--- config.mk ---
export PLATFORM = sky130hd
export DESIGN_NAME = ecdsa_signature_der_encoder_unit
export DESIGN_NICKNAME = d
export VERILOG_FILES = /design/src/hw/rtl/sder_pkg.sv /design/src/hw/rtl/sder_ram.sv /design/src/hw/rtl/sder_ctrl.sv /design/src/hw/rtl/sder_dp.sv /design/src/hw/rtl/ecdsa_signature_der_encoder_unit.sv
export SDC_FILE = /design/constraint.sdc
export NUM_CORES = 1
export LEC_CHECK = 0
export BUFFER_PORTS_ARGS = -buffer_cell sky130_fd_sc_hd__buf_2
export CORE_AREA = 3 3 282 284
export DETAILED_ROUTE_END_ITERATION = 8
export DIE_AREA = 0 0 285 287
export HOLD_SLACK_MARGIN = 0.05
export PLACE_DENSITY = 0.62
export SKIP_CTS_REPAIR_TIMING = 1
export SYNTH_ARGS = -nofsm -noshare
export SYNTH_HDL_FRONTEND = slang
export SYNTH_SLANG_ARGS = --single-unit
--- constraint.sdc ---
create_clock -name clk_i -period 9.1 [get_ports clk_i]
set_input_delay 1.82 -clock clk_i [delete_from_list [all_inputs] [get_ports clk_i]]
set_output_delay 1.82 -clock clk_i [all_outputs]
set_load 0.05 [all_outputs]
--- src/hw/rtl/sder_pkg.sv ---
// Shared constants and control types for the DER signature encoder.
`default_nettype none
package sder_pkg;

  localparam int unsigned COMPONENT_BYTES = 32;
  localparam int unsigned SIG_BYTES       = 2 * COMPONENT_BYTES;
  localparam int unsigned ADDR_W          = $clog2(SIG_BYTES);
  localparam int unsigned CNT_W           = $clog2(SIG_BYTES + 1);
  localparam int unsigned LZ_W            = $clog2(COMPONENT_BYTES + 1);
  // longest encoding: 5 header bytes plus two padded INTEGERs
  localparam int unsigned POS_W           = $clog2(2 * COMPONENT_BYTES + 12);

  localparam logic [7:0] TAG_INTEGER    = 8'h02;
  localparam logic [7:0] TAG_BIT_STRING = 8'h03;
  localparam logic [7:0] TAG_SEQUENCE   = 8'h30;
  localparam logic [7:0] BYTE_ZERO      = 8'h00;

  typedef struct packed {
    logic load;   // store one signature byte
    logic start;  // begin emitting the encoding
  } sder_cmd_t;

  typedef struct packed {
    logic last_byte;  // next byte completes the signature
    logic emit_done;  // final word handed to the output register
  } sder_status_t;

endpackage
`default_nettype wire

--- src/hw/rtl/sder_ram.sv ---
// Generic single-write, single-read RAM with registered read data.
`default_nettype none
module sder_ram #(
  parameter int unsigned WIDTH = 8,
  parameter int unsigned DEPTH = 64
) (
  input  wire logic                     clk_i,
  input  wire logic                     we_i,
  input  wire logic [$clog2(DEPTH)-1:0] waddr_i,
  input  wire logic [WIDTH-1:0]         wdata_i,
  input  wire logic [$clog2(DEPTH)-1:0] raddr_i,
  output logic      [WIDTH-1:0]         rdata_o
);

  logic [WIDTH-1:0] mem_q [DEPTH];

  always_ff @(posedge clk_i) begin
    if (we_i) begin
      mem_q[waddr_i] <= wdata_i;
    end
    rdata_o <= mem_q[raddr_i];
  end

endmodule
`default_nettype wire

--- src/hw/rtl/sder_ctrl.sv ---
// Controller: load phase and emit phase sequencing.
`default_nettype none
module sder_ctrl (
  input  wire logic                  clk_i,
  input  wire logic                  rst_ni,
  input  wire logic                  sig_valid_i,
  output logic                       sig_stall_o,
  input  wire sder_pkg::sder_status_t status_i,
  output sder_pkg::sder_cmd_t        cmd_o
);
  import sder_pkg::*;

  typedef enum logic [1:0] {
    ST_LOAD = 2'b01,
    ST_EMIT = 2'b10
  } state_e;

  state_e state_q, state_d;

  assign sig_stall_o = (state_q != ST_LOAD);
  assign cmd_o.load  = sig_valid_i && (state_q == ST_LOAD);
  assign cmd_o.start = cmd_o.load && status_i.last_byte;

  always_comb begin
    state_d = state_q;
    unique case (state_q)
      ST_LOAD: begin
        if (cmd_o.start) state_d = ST_EMIT;
      end
      ST_EMIT: begin
        if (status_i.emit_done) state_d = ST_LOAD;
      end
      default: state_d = ST_LOAD;
    endcase
  end

  always_ff @(posedge clk_i or negedge rst_ni) begin
    if (!rst_ni) begin
      state_q <= ST_LOAD;
    end else begin
      state_q <= state_d;
    end
  end

endmodule
`default_nettype wire

--- src/hw/rtl/sder_dp.sv ---
// Datapath: signature store, leading-zero tracking, byte sequencer and word packer.
`default_nettype none
module sder_dp (
  input  wire logic                   clk_i,
  input  wire logic                   rst_ni,
  input  wire sder_pkg::sder_cmd_t    cmd_i,
  output sder_pkg::sder_status_t      status_o,
  input  wire logic [7:0]             sig_byte_i,
  output logic      [63:0]            der_word_o,
  output logic      [3:0]             byte_count_o,
  output logic                        last_word_o,
  output logic                        der_valid_o,
  input  wire logic                   der_stall_i
);
  import sder_pkg::*;

  // load side
  logic [CNT_W-1:0]  loaded_q, loaded_d;
  logic [LZ_W-1:0]   rlz_q, rlz_d, slz_q, slz_d;
  logic              rpad_q, rpad_d, spad_q, spad_d;
  logic              in_r;
  logic [CNT_W-1:0]  s_idx;

  // emit side
  logic              emitting_q, emitting_d;
  logic [POS_W-1:0]  pos_q, pos_d;
  logic              s1_valid_q, s1_valid_d;
  logic              s1_ram_q;
  logic [7:0]        s1_const_q;
  logic              s1_last_q;
  logic [ADDR_W-1:0] s1_addr_q;
  logic [2:0]        lane_q, lane_d;
  logic [63:0]       pack_q, pack_d;
  logic              out_valid_q, out_valid_d;
  logic [63:0]       out_word_q;
  logic [3:0]        out_cnt_q;
  logic              out_last_q;

  logic [POS_W-1:0]  rint, sint, rlen, slen, seq, s_start, total;
  logic              p_ram, p_last;
  logic [7:0]        p_const;
  logic [ADDR_W-1:0] p_addr, raddr;
  logic [7:0]        ram_rdata, cur_byte;
  logic              out_free, word_full, adv, push;
  logic [63:0]       merged;

  sder_ram #(
    .WIDTH(8),
    .DEPTH(SIG_BYTES)
  ) u_store (
    .clk_i  (clk_i),
    .we_i   (cmd_i.load),
    .waddr_i(loaded_q[ADDR_W-1:0]),
    .wdata_i(sig_byte_i),
    .raddr_i(raddr),
    .rdata_o(ram_rdata)
  );

  // leading zero count and pad flag, tracked as bytes arrive
  assign in_r  = (loaded_q < CNT_W'(COMPONENT_BYTES));
  assign s_idx = loaded_q - CNT_W'(COMPONENT_BYTES);

  always_comb begin
    loaded_d = loaded_q;
    rlz_d    = rlz_q;
    slz_d    = slz_q;
    rpad_d   = rpad_q;
    spad_d   = spad_q;
    if (cmd_i.load) begin
      loaded_d = cmd_i.start ? '0 : loaded_q + CNT_W'(1);
      if (in_r) begin
        if (CNT_W'(rlz_q) == loaded_q) begin
          if (sig_byte_i == BYTE_ZERO) rlz_d = rlz_q + LZ_W'(1);
          else rpad_d = sig_byte_i[7];
        end
      end else begin
        if (CNT_W'(slz_q) == s_idx) begin
          if (sig_byte_i == BYTE_ZERO) slz_d = slz_q + LZ_W'(1);
          else spad_d = sig_byte_i[7];
        end
      end
    end
    if (status_o.emit_done) begin
      rlz_d  = '0;
      slz_d  = '0;
      rpad_d = 1'b0;
      spad_d = 1'b0;
    end
  end

  assign status_o.last_byte = (loaded_q == CNT_W'(SIG_BYTES - 1));

  // lengths of the encoding
  assign rint    = POS_W'(COMPONENT_BYTES) - POS_W'(rlz_q) + POS_W'(rpad_q);
  assign sint    = POS_W'(COMPONENT_BYTES) - POS_W'(slz_q) + POS_W'(spad_q);
  assign rlen    = rint + POS_W'(2);
  assign slen    = sint + POS_W'(2);
  assign seq     = rlen + slen;
  assign s_start = rlen + POS_W'(5);
  assign total   = seq + POS_W'(5);

  // source of the byte at stream position pos_q
  always_comb begin
    p_ram   = 1'b0;
    p_const = BYTE_ZERO;
    p_addr  = '0;
    p_last  = (pos_q == total - POS_W'(1));
    if (pos_q == POS_W'(0)) begin
      p_const = TAG_BIT_STRING;
    end else if (pos_q == POS_W'(1)) begin
      p_const = 8'(seq + POS_W'(3));
    end else if (pos_q == POS_W'(2)) begin
      p_const = BYTE_ZERO;
    end else if (pos_q == POS_W'(3)) begin
      p_const = TAG_SEQUENCE;
    end else if (pos_q == POS_W'(4)) begin
      p_const = 8'(seq);
    end else if (pos_q == POS_W'(5)) begin
      p_const = TAG_INTEGER;
    end else if (pos_q == POS_W'(6)) begin
      p_const = 8'(rint);
    end else if (rpad_q && pos_q == POS_W'(7)) begin
      p_const = BYTE_ZERO;
    end else if (pos_q < s_start) begin
      p_ram  = 1'b1;
      p_addr = ADDR_W'(POS_W'(rlz_q) + pos_q - POS_W'(7) - POS_W'(rpad_q));
    end else if (pos_q == s_start) begin
      p_const = TAG_INTEGER;
    end else if (pos_q == s_start + POS_W'(1)) begin
      p_const = 8'(sint);
    end else if (spad_q && pos_q == s_start + POS_W'(2)) begin
      p_const = BYTE_ZERO;
    end else begin
      p_ram  = 1'b1;
      p_addr = ADDR_W'(POS_W'(COMPONENT_BYTES) + POS_W'(slz_q) + pos_q - s_start
                       - POS_W'(2) - POS_W'(spad_q));
    end
  end

  // hold the pipeline while a finished word cannot leave
  assign out_free  = !out_valid_q || !der_stall_i;
  assign word_full = (lane_q == 3'd7) || s1_last_q;
  assign adv       = !(s1_valid_q && word_full && !out_free);
  assign push      = adv && s1_valid_q && word_full;
  assign status_o.emit_done = push && s1_last_q;

  // on a hold, re-read the address already in flight
  assign raddr    = adv ? p_addr : s1_addr_q;
  assign cur_byte = s1_ram_q ? ram_rdata : s1_const_q;

  always_comb begin
    merged = pack_q;
    merged[lane_q*8 +: 8] = cur_byte;
  end

  always_comb begin
    emitting_d  = emitting_q;
    pos_d       = pos_q;
    s1_valid_d  = s1_valid_q;
    lane_d      = lane_q;
    pack_d      = pack_q;
    out_valid_d = out_valid_q && der_stall_i;
    if (cmd_i.start) begin
      emitting_d = 1'b1;
      pos_d      = '0;
    end else if (adv) begin
      s1_valid_d = emitting_q;
      if (emitting_q) begin
        pos_d = pos_q + POS_W'(1);
        if (p_last) emitting_d = 1'b0;
      end
    end
    if (adv && s1_valid_q) begin
      if (word_full) begin
        lane_d      = '0;
        pack_d      = '0;
        out_valid_d = 1'b1;
      end else begin
        lane_d = lane_q + 3'd1;
        pack_d = merged;
      end
    end
  end

  always_ff @(posedge clk_i or negedge rst_ni) begin
    if (!rst_ni) begin
      loaded_q    <= '0;
      rlz_q       <= '0;
      slz_q       <= '0;
      rpad_q      <= 1'b0;
      spad_q      <= 1'b0;
      emitting_q  <= 1'b0;
      pos_q       <= '0;
      s1_valid_q  <= 1'b0;
      lane_q      <= '0;
      pack_q      <= '0;
      out_valid_q <= 1'b0;
    end else begin
      loaded_q    <= loaded_d;
      rlz_q       <= rlz_d;
      slz_q       <= slz_d;
      rpad_q      <= rpad_d;
      spad_q      <= spad_d;
      emitting_q  <= emitting_d;
      pos_q       <= pos_d;
      s1_valid_q  <= s1_valid_d;
      lane_q      <= lane_d;
      pack_q      <= pack_d;
      out_valid_q <= out_valid_d;
    end
  end

  always_ff @(posedge clk_i) begin
    if (adv) begin
      s1_ram_q   <= p_ram;
      s1_const_q <= p_const;
      s1_last_q  <= p_last;
      s1_addr_q  <= p_addr;
    end
    if (push) begin
      out_word_q <= merged;
      out_cnt_q  <= {1'b0, lane_q} + 4'd1;
      out_last_q <= s1_last_q;
    end
  end

  assign der_word_o   = out_word_q;
  assign byte_count_o = out_cnt_q;
  assign last_word_o  = out_last_q;
  assign der_valid_o  = out_valid_q;

endmodule
`default_nettype wire

--- src/hw/rtl/ecdsa_signature_der_encoder_unit.sv ---
// ECDSA raw signature to DER encoder, top level.
//
// Input channel: sig_byte_i with sig_valid_i / sig_stall_o, one raw byte per
// transaction, r then s, most significant first, 64 bytes per signature.
// Output channel: der_word_o (first byte in bits 7:0), byte_count_o and
// last_word_o with der_valid_o / der_stall_i, one 8-byte word per transaction.
// Bytes load at one per cycle into the signature RAM. After the last byte the
// input stalls while the sequencer walks the DER stream one byte per cycle
// unless the output stalls; an encoding is at most 75 bytes. Each byte passes
// from the position counter through the stage-1 register into the word packer,
// and a full word then moves to the output register.
// The final word sits in the output register while the next signature loads.
// A stall on the output holds the byte sequencer; nothing is dropped.
// Reset clears the controller, counters and output valid; RAM contents are not
// cleared and need not be, since every byte read was written first.
`default_nettype none
module ecdsa_signature_der_encoder_unit (
  input  wire logic        clk_i,
  input  wire logic        rst_ni,
  input  wire logic [7:0]  sig_byte_i,
  input  wire logic        sig_valid_i,
  output logic             sig_stall_o,
  output logic      [63:0] der_word_o,
  output logic      [3:0]  byte_count_o,
  output logic             last_word_o,
  output logic             der_valid_o,
  input  wire logic        der_stall_i
);
  import sder_pkg::*;

  sder_cmd_t    cmd;
  sder_status_t status;

  sder_ctrl u_ctrl (
    .clk_i      (clk_i),
    .rst_ni     (rst_ni),
    .sig_valid_i(sig_valid_i),
    .sig_stall_o(sig_stall_o),
    .status_i   (status),
    .cmd_o      (cmd)
  );

  sder_dp u_dp (
    .clk_i       (clk_i),
    .rst_ni      (rst_ni),
    .cmd_i       (cmd),
    .status_o    (status),
    .sig_byte_i  (sig_byte_i),
    .der_word_o  (der_word_o),
    .byte_count_o(byte_count_o),
    .last_word_o (last_word_o),
    .der_valid_o (der_valid_o),
    .der_stall_i (der_stall_i)
  );

  a_count_range: assert property (@(posedge clk_i) disable iff (!rst_ni)
    der_valid_o |-> (byte_count_o != 4'd0) && (byte_count_o <= 4'd8))
    else $error("output byte count out of range");

  a_start_stalls: assert property (@(posedge clk_i) disable iff (!rst_ni)
    cmd.start |=> sig_stall_o)
    else $error("input not stalled after last signature byte");

  a_done_reopens: assert property (@(posedge clk_i) disable iff (!rst_ni)
    status.emit_done |=> !sig_stall_o && der_valid_o && last_word_o)
    else $error("emission end did not reopen input with last word pending");

  a_partial_word_last: assert property (@(posedge clk_i) disable iff (!rst_ni)
    der_valid_o && (byte_count_o != 4'd8) |-> last_word_o)
    else $error("short word that is not the final word");

endmodule
`default_nettype wire
==> metrics.csv, run 1 <==
metric,value,unit
worst r2r src,u_dp.rpad_q,
max cap viols,0,
"Seq/Total Area, Yosys",66.4,%
Die X,285,um
final WL,84300,um
first-pass GRT wire length,127000,um
Final setup violation count,0,
Worst setup EP type,register,
actual slew at the worst max-slew pin,1.31,ns
Min-Delay Path Class,register to register,
Bufs on Longest Clock Path,3,
WL/cell,23.7,um
Total GRT Usage,20.3,%
core area,0.0773,mm^2
RSZ-0062 raised after global routing,false,
largest net degree at the start of global routing,131,
Post-Syn Area,0.0309,mm^2
layout cells sized above 1,12.1,%
Vias,20300,
max-slew violation count,0,
Rel. slew slack,11.9,%
Mapped Nets,2491,
fin crit period,7.85,ns
WS Path Type,register to register,
"most common cell after layout, fill and taps aside",edfxtp_1,
FMAX,0.127,GHz
DP Cell Count,3427,
Clock Sinks,705,
antenna violations before repair,2,
clk_lat worst skew,0.62,ns
Clock Skews,0.0261,ns
CTS tree,yes,
setup tns final,0,ns
RD Place Congestion,0.939,
First-pass DRT Iterations,6,
io pins,83,
Mapped Cells,2405,
DP HPWL,55100,um
drt drc,0,
"non-filler cells, final",3563,
Hold Startpoint,u_dp.pack_q[19],
number of enable flip-flop cells after synthesis,591,
r2r endpoint,u_dp.u_store.rdata_o[5],
DRT antenna net count,0,
Starting Density,40.0,%
required time of the worst setup path,9.57,ns
#FFs+latches synth,705,
Yosys Warn Count,0,
Root Driver,clkbuf_16,
DR iter-0 viols,2332,
hold path endpoint,u_dp.pack_q[19],
Worst-path clk slew,0.06,ns
status,"finished, final reports clean",
total gr overflow,0,
main flop type after synthesis,edfxtp_1,
endpoints failing hold,0,
die area,0.0818,mm^2
most frequent cells in the layout,"edfxtp_1 (591), nand2_1 (415), nor2_1 (149)",
Cell Rows,102,
vias in the first global route,20000,
ys async rst share,14.2,%
fin crit share,86.3,%
Die Y,287,um
PortBufs,82,
TritonCTS Buffers,73,
Worst Reg-to-Reg Cells,25,
critical path arrival,8.32,ns
final net count,2548,
worst-path maximum fanout,20,
Unique masters post-synth,83,
synthesis-to-finish area growth,12.5,%
htree depth,3,
Synth Area per Inst,12.9,um^2
Via density,5.71,
CP Launch Type,register,
Worst Hold Depth,1,
reg-to-reg setup timing slack,1.25,ns
cells in the mapped netlist, types with 5 or more instances:
master	instances	area share (%)
ha_1	63	2.6
inv_1	58	0.70
a211oi_1	7	0.17
a22o_1	69	2.0
nand3_1	66	1.1
fa_1	11	0.71
and2_1	11	0.22
mux2i_1	58	1.9
edfxtp_1	591	57
dfrtp_1	99	8.0
inv_2	5	0.061
nor2b_1	5	0.10
nor2_1	149	1.8
clkbuf_1	76	0.92
buf_4	5	0.12
a31oi_1	32	0.65
o21a_1	6	0.15
o21ai_0	45	0.73
buf_2	44	0.71
mux2_2	34	1.2
or3_1	14	0.28
buf_1	11	0.13
a21o_1	13	0.32
nand2b_1	10	0.20
o22ai_1	20	0.40
nand4_1	17	0.34
nand2_1	416	5.1
dfxtp_1	14	0.91
and3_1	19	0.38
a32oi_1	70	2.0
xor2_1	25	0.71
xnor2_1	57	1.6
nor4_1	18	0.36
a21oi_1	126	2.0
a22oi_1	27	0.66
or4_1	8	0.19
nor3_1	14	0.23
and4_1	12	0.34
critical path, stage by stage, from the launching register on:
cell      delay, ns
dfrtp_1        0.45
inv_1          0.09
ha_1           0.24
inv_1          0.08
ha_1           0.26
xnor2_1        0.34
ha_1           0.30
xnor2_1        0.12
xnor2_2        0.44
inv_2          0.17
xnor2_2        0.34
inv_1          0.08
ha_1           0.30
o21a_1         0.11
o21ai_0        0.09
a21o_1         0.21
a211oi_2       0.44
and2_1         0.26
nand2_1        0.23
a32oi_4        0.72
inv_2          0.42
nor2_2         0.80
nand3_1        0.20
and3_1         0.27
a31o_1         0.22
or4_1          0.52
final cells by class:
class	count	area [um^2]
fillers	6966	42600
flip-flops and latches	705	20500
multi-input cells	1499	9580
clock buffers	93	1930
well taps	1040	1300
repair buffers	120	723
clock inverters	42	472
inverters	63	241
diodes	1	2.50
how the worst max path moves through the flow:
stage | slack (ns) | start | end | cells past startpoint
final | 1.25 | u_dp.rpad_q | u_dp.u_store.rdata_o[5] | 25
after global routing | 0.82 | u_dp.rpad_q | u_dp.u_store.rdata_o[5] | 23
after CTS | 1.35 | u_dp.rpad_q | u_dp.u_store.rdata_o[5] | 25
after detailed placement | 1.39 | u_dp.rpad_q | u_dp.u_store.rdata_o[5] | 25
after global placement | 1.43 | u_dp.rpad_q | u_dp.u_store.rdata_o[5] | 24
after floorplan | 1.90 | der_stall_i | u_dp.slz_q[5] | 9
logic make-up (layout without fill, tap and decap cells):
group	Yosys count	in the layout	share of synthesized area, %
and+or+nand+nor	786	786	11.3
DFF	705	705	66.4
AOI/OAI and AO/OA	461	461	10.6
buffers and inverters	201	318	2.71
muxes	93	93	3.15
xor gates and xnor gates	85	85	2.50
adders and majority gates	74	74	3.26
other	0	1	0
sequential cells by signal, summed over array words and instances (netlist names), 2 cells and up:
register	count
u_ctrl.state_q	2
u_dp.byte_count_o	4
u_dp.der_word_o	64
u_dp.lane_q	3
u_dp.loaded_q	7
u_dp.pack_q	64
u_dp.pos_q	7
u_dp.rlz_q	6
u_dp.s1_addr_q	6
u_dp.s1_const_q	8
u_dp.slz_q	6
u_dp.u_store.mem_q	512
u_dp.u_store.rdata_o	8
routing by layer:
metal	share of wire [%]	global-route usage, %	vias up
met3	7.7	3.88	159
met5	0.015	0	-
li1	-	-	9064
met2	47	32.9	902
met1	42	27.6	10200
met4	3.2	6.99	2
metrics by stage:
step	area [um^2]	utilization (%)	worst slack, ns	hold slack (ns)
5_1_grt	34800	45.0	0.825	0.514
3_3_place_gp	32400	41.9	1.43	0.482
6_report	34800	45.0	1.25	0.503
2_1_floorplan	30900	-	1.90	0.467
3_5_place_dp	32400	41.9	1.39	0.487
4_1_cts	34800	45.0	1.35	0.503
Power of run 1 is left out: the tool's default activity adds up to more than one toggle a clock period on the data nets, which glitch-free logic cannot reach.
==> run 2, diff against run 1 <==
Settings changed: PLACE_DENSITY 0.62 to not set.
==> metrics.csv, run 2 (synthesis gave the netlist of run 1 again) <==
metric,value,unit,change
Hold Startpoint,u_dp.pack_q[44],,
crit path launch,u_dp.rpad_q,,
most frequent CP cell,ha_1,,
first-pass GRT wire length,125000,um,-1.6%
"Largest stage delay, worst path",0.87,ns,+0.07 ns
RD Place Congestion,0.966,,+2.9%
Biggest register,u_dp.u_store.mem_q,,
DP HPWL,54200,um,-1.6%
DRT antenna net count,0,,unchanged
Fillers,6971,,+0.072%
antenna violations before repair,3,,+1
Bufs on Longest Clock Path,3,,unchanged
fin crit period,7.64,ns,-0.210 ns
die area,0.0818,mm^2,unchanged
WL/cell,23.3,um,-1.5%
endpoints failing hold,0,,unchanged
Clock Sinks,705,,unchanged
htree depth,3,,unchanged
worst r2r src,u_dp.rpad_q,,
Cell Rows,102,,unchanged
max cap viols,0,,unchanged
final WL,83000,um,-1.5%
largest net degree at the start of global routing,148,,+13%
synthesis-to-finish area growth,12.5,%,about the same
setup tns final,0,ns,unchanged
CP Launch Type,register,,
Vias,20300,,-0.27%
Rel. slew slack,15.6,%,+3.7 points
Die X,285,um,unchanged
CP max-delay cell,nor2_2,,
CTS tree,yes,,
fin crit share,84.0,%,-2.3 points
FMAX,0.131,GHz,+2.7%
max reg flops,512,,unchanged
clk_lat worst skew,0.63,ns,about the same
vias in the first global route,19800,,-1.3%
Clock Skews,0.0347,ns,+0.00856 ns
Worst-path clk slew,0.06,ns,about the same
crit-path cells,inv_1 -> ha_1 -> inv_1 -> ha_1 -> xnor2_1 -> ha_1 -> xnor2_1 -> xnor2_2 -> inv_2 -> xnor2_2 -> inv_1 -> ha_1 -> o21a_1 -> o21ai_0 -> a21oi_1 -> nor2_1 -> o22ai_1 -> a221oi_4 -> a32oi_4 -> buf_4 -> nor2_2 -> a32oi_1 -> a31o_1 -> or4_1,,
First-pass DRT Iterations,7,,+1
actual slew at the worst max-slew pin,1.26,ns,-0.0480 ns
PortBufs,82,,unchanged
drt drc,0,,unchanged
Hold WS,0.504,ns,+0.000537 ns
Starting Density,40.0,%,unchanged
required time of the worst setup path,9.59,ns,+0.02 ns
most frequent cells in the layout,"edfxtp_1 (591), nand2_1 (415), nor2_1 (149)",,
Root Driver,clkbuf_16,,
max-slew violation count,0,,unchanged
"most common cell after layout, fill and taps aside",edfxtp_1,,
RSZ-0062 raised after global routing,false,,
worst-path maximum fanout,34,,+70%
io pins,83,,unchanged
ANT cells,0,,-1
Total GRT Usage,20.0,%,-0.37 points
WS Path Type,register to register,,
core area,0.0773,mm^2,unchanged
critical path arrival,8.13,ns,-0.19 ns
total gr overflow,0,,unchanged
Min-Delay Path Class,register to register,,
final net count,2553,,+0.20%
TritonCTS Buffers,73,,unchanged
status,"finished, final reports clean",,
Final setup violation count,0,,unchanged
Die Y,287,um,unchanged
Via density,5.69,,-0.27%
DR iter-0 viols,2036,,-13%
layout cells sized above 1,12.4,%,+0.27 points
Worst setup EP type,register,,
==> run 2: changes by cell type in the layout (fill, tap and decap cells not counted), sizes merged <==
cell	before	now
inv	68	66
clkbuf	93	87
clkinv	24	35
buf	120	125
bufinv	8	4
diode	1	0
clkinvlp	5	2
==> run 2: layout make-up <==
class	instances	area (um^2)	share of cell area (%)
inverter	63	241	0.695
clock inverter	44	383	1.10
timing repair buffer	125	761	2.19
multi-input combinational	1499	9580	27.6
clock buffer	87	1970	5.67
tap	1040	1300	3.74
sequential	705	20500	59.0
==> run 2: worst paths after layout <==
kind / slack [ns] / cells after the start / endpoint
max: 1.46 / 24 / u_dp.u_store.rdata_o[5]
min: 0.50 / 1 / u_dp.pack_q[44]
max reg2reg: 1.46 / 24 / u_dp.u_store.rdata_o[5]
min reg2reg: 0.50 / 1 / u_dp.pack_q[44]
max in group asynchronous: 6.63 / 2 / u_dp.pack_q[38]
min in group asynchronous: 1.13 / 1 / u_dp.loaded_q[1]
==> run 2: layer usage <==
layer / GRT usage, % / vias to the layer above / part of all wire, %
met4: 7.09 / 4 / 3.7
met2: 32.0 / 817 / 47
met5: 0 / - / 0.033
li1: - / 9085 / -
met1: 27.5 / 10200 / 43
met3: 3.52 / 185 / 6.8
==> run 2: through the flow <==
step / utilization (%) / instance area, um^2 / cells / setup slack [ns]
3_5_place_dp: 41.9 / 32400 / 3432 / 1.68
4_1_cts: 45.0 / 34800 / 3563 / 1.65
6_report: 45.0 / 34800 / 3563 / 1.46
5_1_grt: 45.0 / 34800 / 3563 / 1.03
3_3_place_gp: 41.9 / 32400 / 3432 / 1.75
2_1_floorplan: - / 30900 / 2405 / 1.90
==> run 2: critical path: cells and delay by family (launching register included) <==
| kind | cells | cell delay (ns) |
|---|---|---|
| AO/OA/AOI/OAI | 8 | 2.16 |
| AND/OR/NAND/NOR | 3 | 1.87 |
| XOR/XNOR | 4 | 1.22 |
| adder cells (fa/ha/maj) | 4 | 1.09 |
| buffers and inverters | 5 | 0.71 |
| flip-flops | 1 | 0.43 |
Power of run 2 is left out for the same reason.
==> run 3, diff against run 2 <==
Settings changed: ABC_AREA set to 1, CORE_AREA 3 3 282 284 to 3 3 291 293, DIE_AREA 0 0 285 287 to 0 0 294 296.
Clock period 9.1 ns to 7.54 ns, I/O delays scaled along.
==> metrics.csv, run 3 <==
metric,value,unit,change
status,"finished, final reports clean",,
DRT antenna net count,0,,unchanged
Leakage,14.4,nW,
DR iter-0 viols,2197,,+7.9%
WL/cell,20.5,um,-12%
setup tns final,0,ns,unchanged
Total GRT Usage,20.1,%,+0.14 points
Bufs on Longest Clock Path,3,,unchanged
largest net degree at the start of global routing,155,,+4.7%
r2r endpoint,u_dp.u_store.rdata_o[3],,
PwrDens,286,mW/mm^2,
die area,0.0870,mm^2,+6.4%
#FFs+latches synth,705,,unchanged
Final setup violation count,0,,unchanged
Die Y,296,um,+3.1%
CP max-delay cell,a2111oi_2,,
number of enable flip-flop cells after synthesis,591,,unchanged
Final WS setup,1.29,ns,-0.163 ns
largest cells by area after synthesis,"edfxtp_1 (54%), nand3_1 (9.2%), nand2_1 (7.6%), dfrtp_1 (7.6%), inv_1 (3.5%)",,
part of the power in combinational logic,21.9,%,
critical path arrival,6.81,ns,-1.32 ns
Mapped Nets,3223,,+29%
io pins,83,,unchanged
Fillers,7660,,+9.9%
WS Path Type,register to register,,
sw frac,31.7,%,
Rel. slew slack,25.8,%,+10 points
leading area contributor after synthesis,edfxtp_1,,
Clk network pwr share,35.3,%,
hold path endpoint,u_dp.last_word_o,,
Post-synth top cells,"nand2_1 (663), nand3_1 (600), edfxtp_1 (591), inv_1 (302), nor2_1 (134)",,
ANT cells,0,,unchanged
Power Internal,7.13,mW,
layout cells sized above 1,8.89,%,-3.5 points
TritonCTS Buffers,76,,+4.1%
CP Launch Type,register,,
register area,0.0205,mm^2,unchanged
main flop type after synthesis,edfxtp_1,,
fin crit share,82.9,%,-1.1 points
RSZ-0062 raised after global routing,false,,
core area,0.0821,mm^2,+6.2%
Mapped Cells,3137,,+30%
required time of the worst setup path,8.10,ns,-1.49 ns
ys async rst share,14.2,%,unchanged
Cell Rows,105,,+2.9%
Synth Area per Inst,10.4,um^2,-19%
first-pass GRT wire length,135000,um,+7.9%
Die X,294,um,+3.2%
DP HPWL,53500,um,-1.3%
reg-to-reg setup timing slack,1.29,ns,-0.16 ns
Post-Syn Area,0.0327,mm^2,+5.9%
vias in the first global route,22400,,+13%
max reg flops,512,,unchanged
most frequent cells in the layout,"nand2_1 (660), nand3_1 (600), edfxtp_1 (591)",,
top cell type's share of synthesized area,54.2,%,-3.2 points
Hold Startpoint,u_dp.s1_last_q,,
drt drc,0,,unchanged
max-slew violation count,0,,unchanged
Worst Reg-to-Reg Cells,33,,+38%
Min-Delay Path Class,register to register,,
htree depth,3,,unchanged
Clock Sinks,705,,unchanged
"CP delay by family, top",simple AND/OR/NAND/NOR gates,,
final net count,3254,,+27%
final WL,88000,um,+6.0%
clk_lat worst skew,0.63,ns,about the same
antenna violations before repair,0,,-3
most frequent CP cell,nand2_1,,
Starting Density,39.9,%,-0.085 points
Yosys Warn Count,0,,unchanged
register share of total power,42.9,%,
VDD IR-drop max,0.211,mV,
First-pass DRT Iterations,5,,-2
endpoints failing hold,0,,unchanged
fin crit period,6.25,ns,-1.40 ns
total gr overflow,0,,unchanged
Root Driver,clkbuf_16,,
Worst-path clk slew,0.06,ns,about the same
Clock Skews,0.0304,ns,-0.00432 ns
"count leader, synth",nand2_1,,
Multi-input gate area,0.0102,mm^2,+6.5%
RD Place Congestion,0.898,,-7.0%
DP Worst Slack,1.31,ns,-0.363 ns
switching power total,3.30,mW,
worst path bufs/invs,6,,+1
Vias,23100,,+14%
Worst Hold Depth,0,,-1
"Seq/Total Area, Yosys",62.7,%,-3.7 points
crit path launch,u_dp.rpad_q,,
worst-path maximum fanout,88,,+160%
PortBufs,82,,unchanged
CTS tree,yes,,
max cap viols,0,,unchanged
"Largest stage delay, worst path",0.61,ns,-0.26 ns
Via density,5.37,,-5.7%
Unique masters post-synth,57,,-31%
"most common cell after layout, fill and taps aside",nand2_1,,
synthesis-to-finish area growth,11.5,%,
Worst setup EP type,register,,
FMAX,0.160,GHz,+22%
actual slew at the worst max-slew pin,1.11,ns,-0.152 ns
worst r2r src,u_dp.rpad_q,,
Biggest register,u_dp.u_store.mem_q,,
==> run 3: final cells by class <==
cell class                 count  share of cell area [%]
clock buffer                 102                    5.76
timing repair buffer         125                    2.22
multi-input combinational   1947                    28.0
sequential                   705                    56.2
inverter                     313                    3.22
tap                         1070                    3.67
clock inverter                37                   0.936
==> run 3: cells by family (layout without fill, tap and decap cells) <==
family                   Yosys count  after routing  share of synthesized area [%]
adder cells (fa/ha/maj)           74             74                           3.08
buffers and inverters            485            577                           6.29
AO/OA/AOI/OAI                    245            245                           4.54
XOR/XNOR                          35             35                          0.936
AND/OR/NAND/NOR                 1593           1593                           22.4
flip-flops                       705            705                           62.7
==> run 3: metal layers <==
metal / track usage [%] / wire length (um) / share of wire [%]
met5: 0 / 0 / 0
met4: 6.78 / 2640 / 3.0
met3: 2.78 / 5370 / 6.1
met2: 33.0 / 41800 / 48
met1: 27.7 / 38200 / 43
==> run 3: how the worst max path moves through the flow <==
stage	endpoint	slack, ns	depth (start not counted)
after floorplan	u_dp.slz_q[4]	0.63	13
after global placement	u_dp.u_store.rdata_o[3]	1.42	33
after detailed placement	u_dp.u_store.rdata_o[3]	1.31	33
after CTS	u_dp.u_store.rdata_o[3]	1.28	33
after global routing	u_dp.u_store.rdata_o[3]	0.71	33
final	u_dp.u_store.rdata_o[3]	1.29	33
==> run 3: metrics by stage <==
stage	std cells	hold slack, ns	cell area (um^2)	utilization (%)	total power [mW]
after floorplan	3137	0.451	32700	-	6.09
after global placement	4160	0.468	34100	41.5	6.82
after detailed placement	4160	0.474	34100	41.5	6.83
after CTS	4299	0.467	36500	44.5	10.5
after global routing	4299	0.480	36500	44.5	10.9
final	4299	0.464	36500	44.5	10.4
==> run 3: power groups by stage <==
stage | logic, mW | clock network (mW) | registers (mW)
after detailed placement | 2.28 | 0 | 4.55
after CTS | 2.28 | 3.74 | 4.47
after floorplan | 1.61 | 0 | 4.48
after global routing | 2.53 | 3.91 | 4.48
final | 2.28 | 3.68 | 4.47
after global placement | 2.27 | 0 | 4.55
==> run 3: worst register-to-register path, delay by kind of cell (launching register included) <==
family,cells,cell delay [ns]
AND/OR/NAND/NOR,21,2.78
buffers and inverters,6,1.33
adder cells (fa/ha/maj),4,0.88
AO/OA/AOI/OAI,2,0.79
flip-flops,1,0.40
No activity file was read; power rests on OpenSTA's default activity.
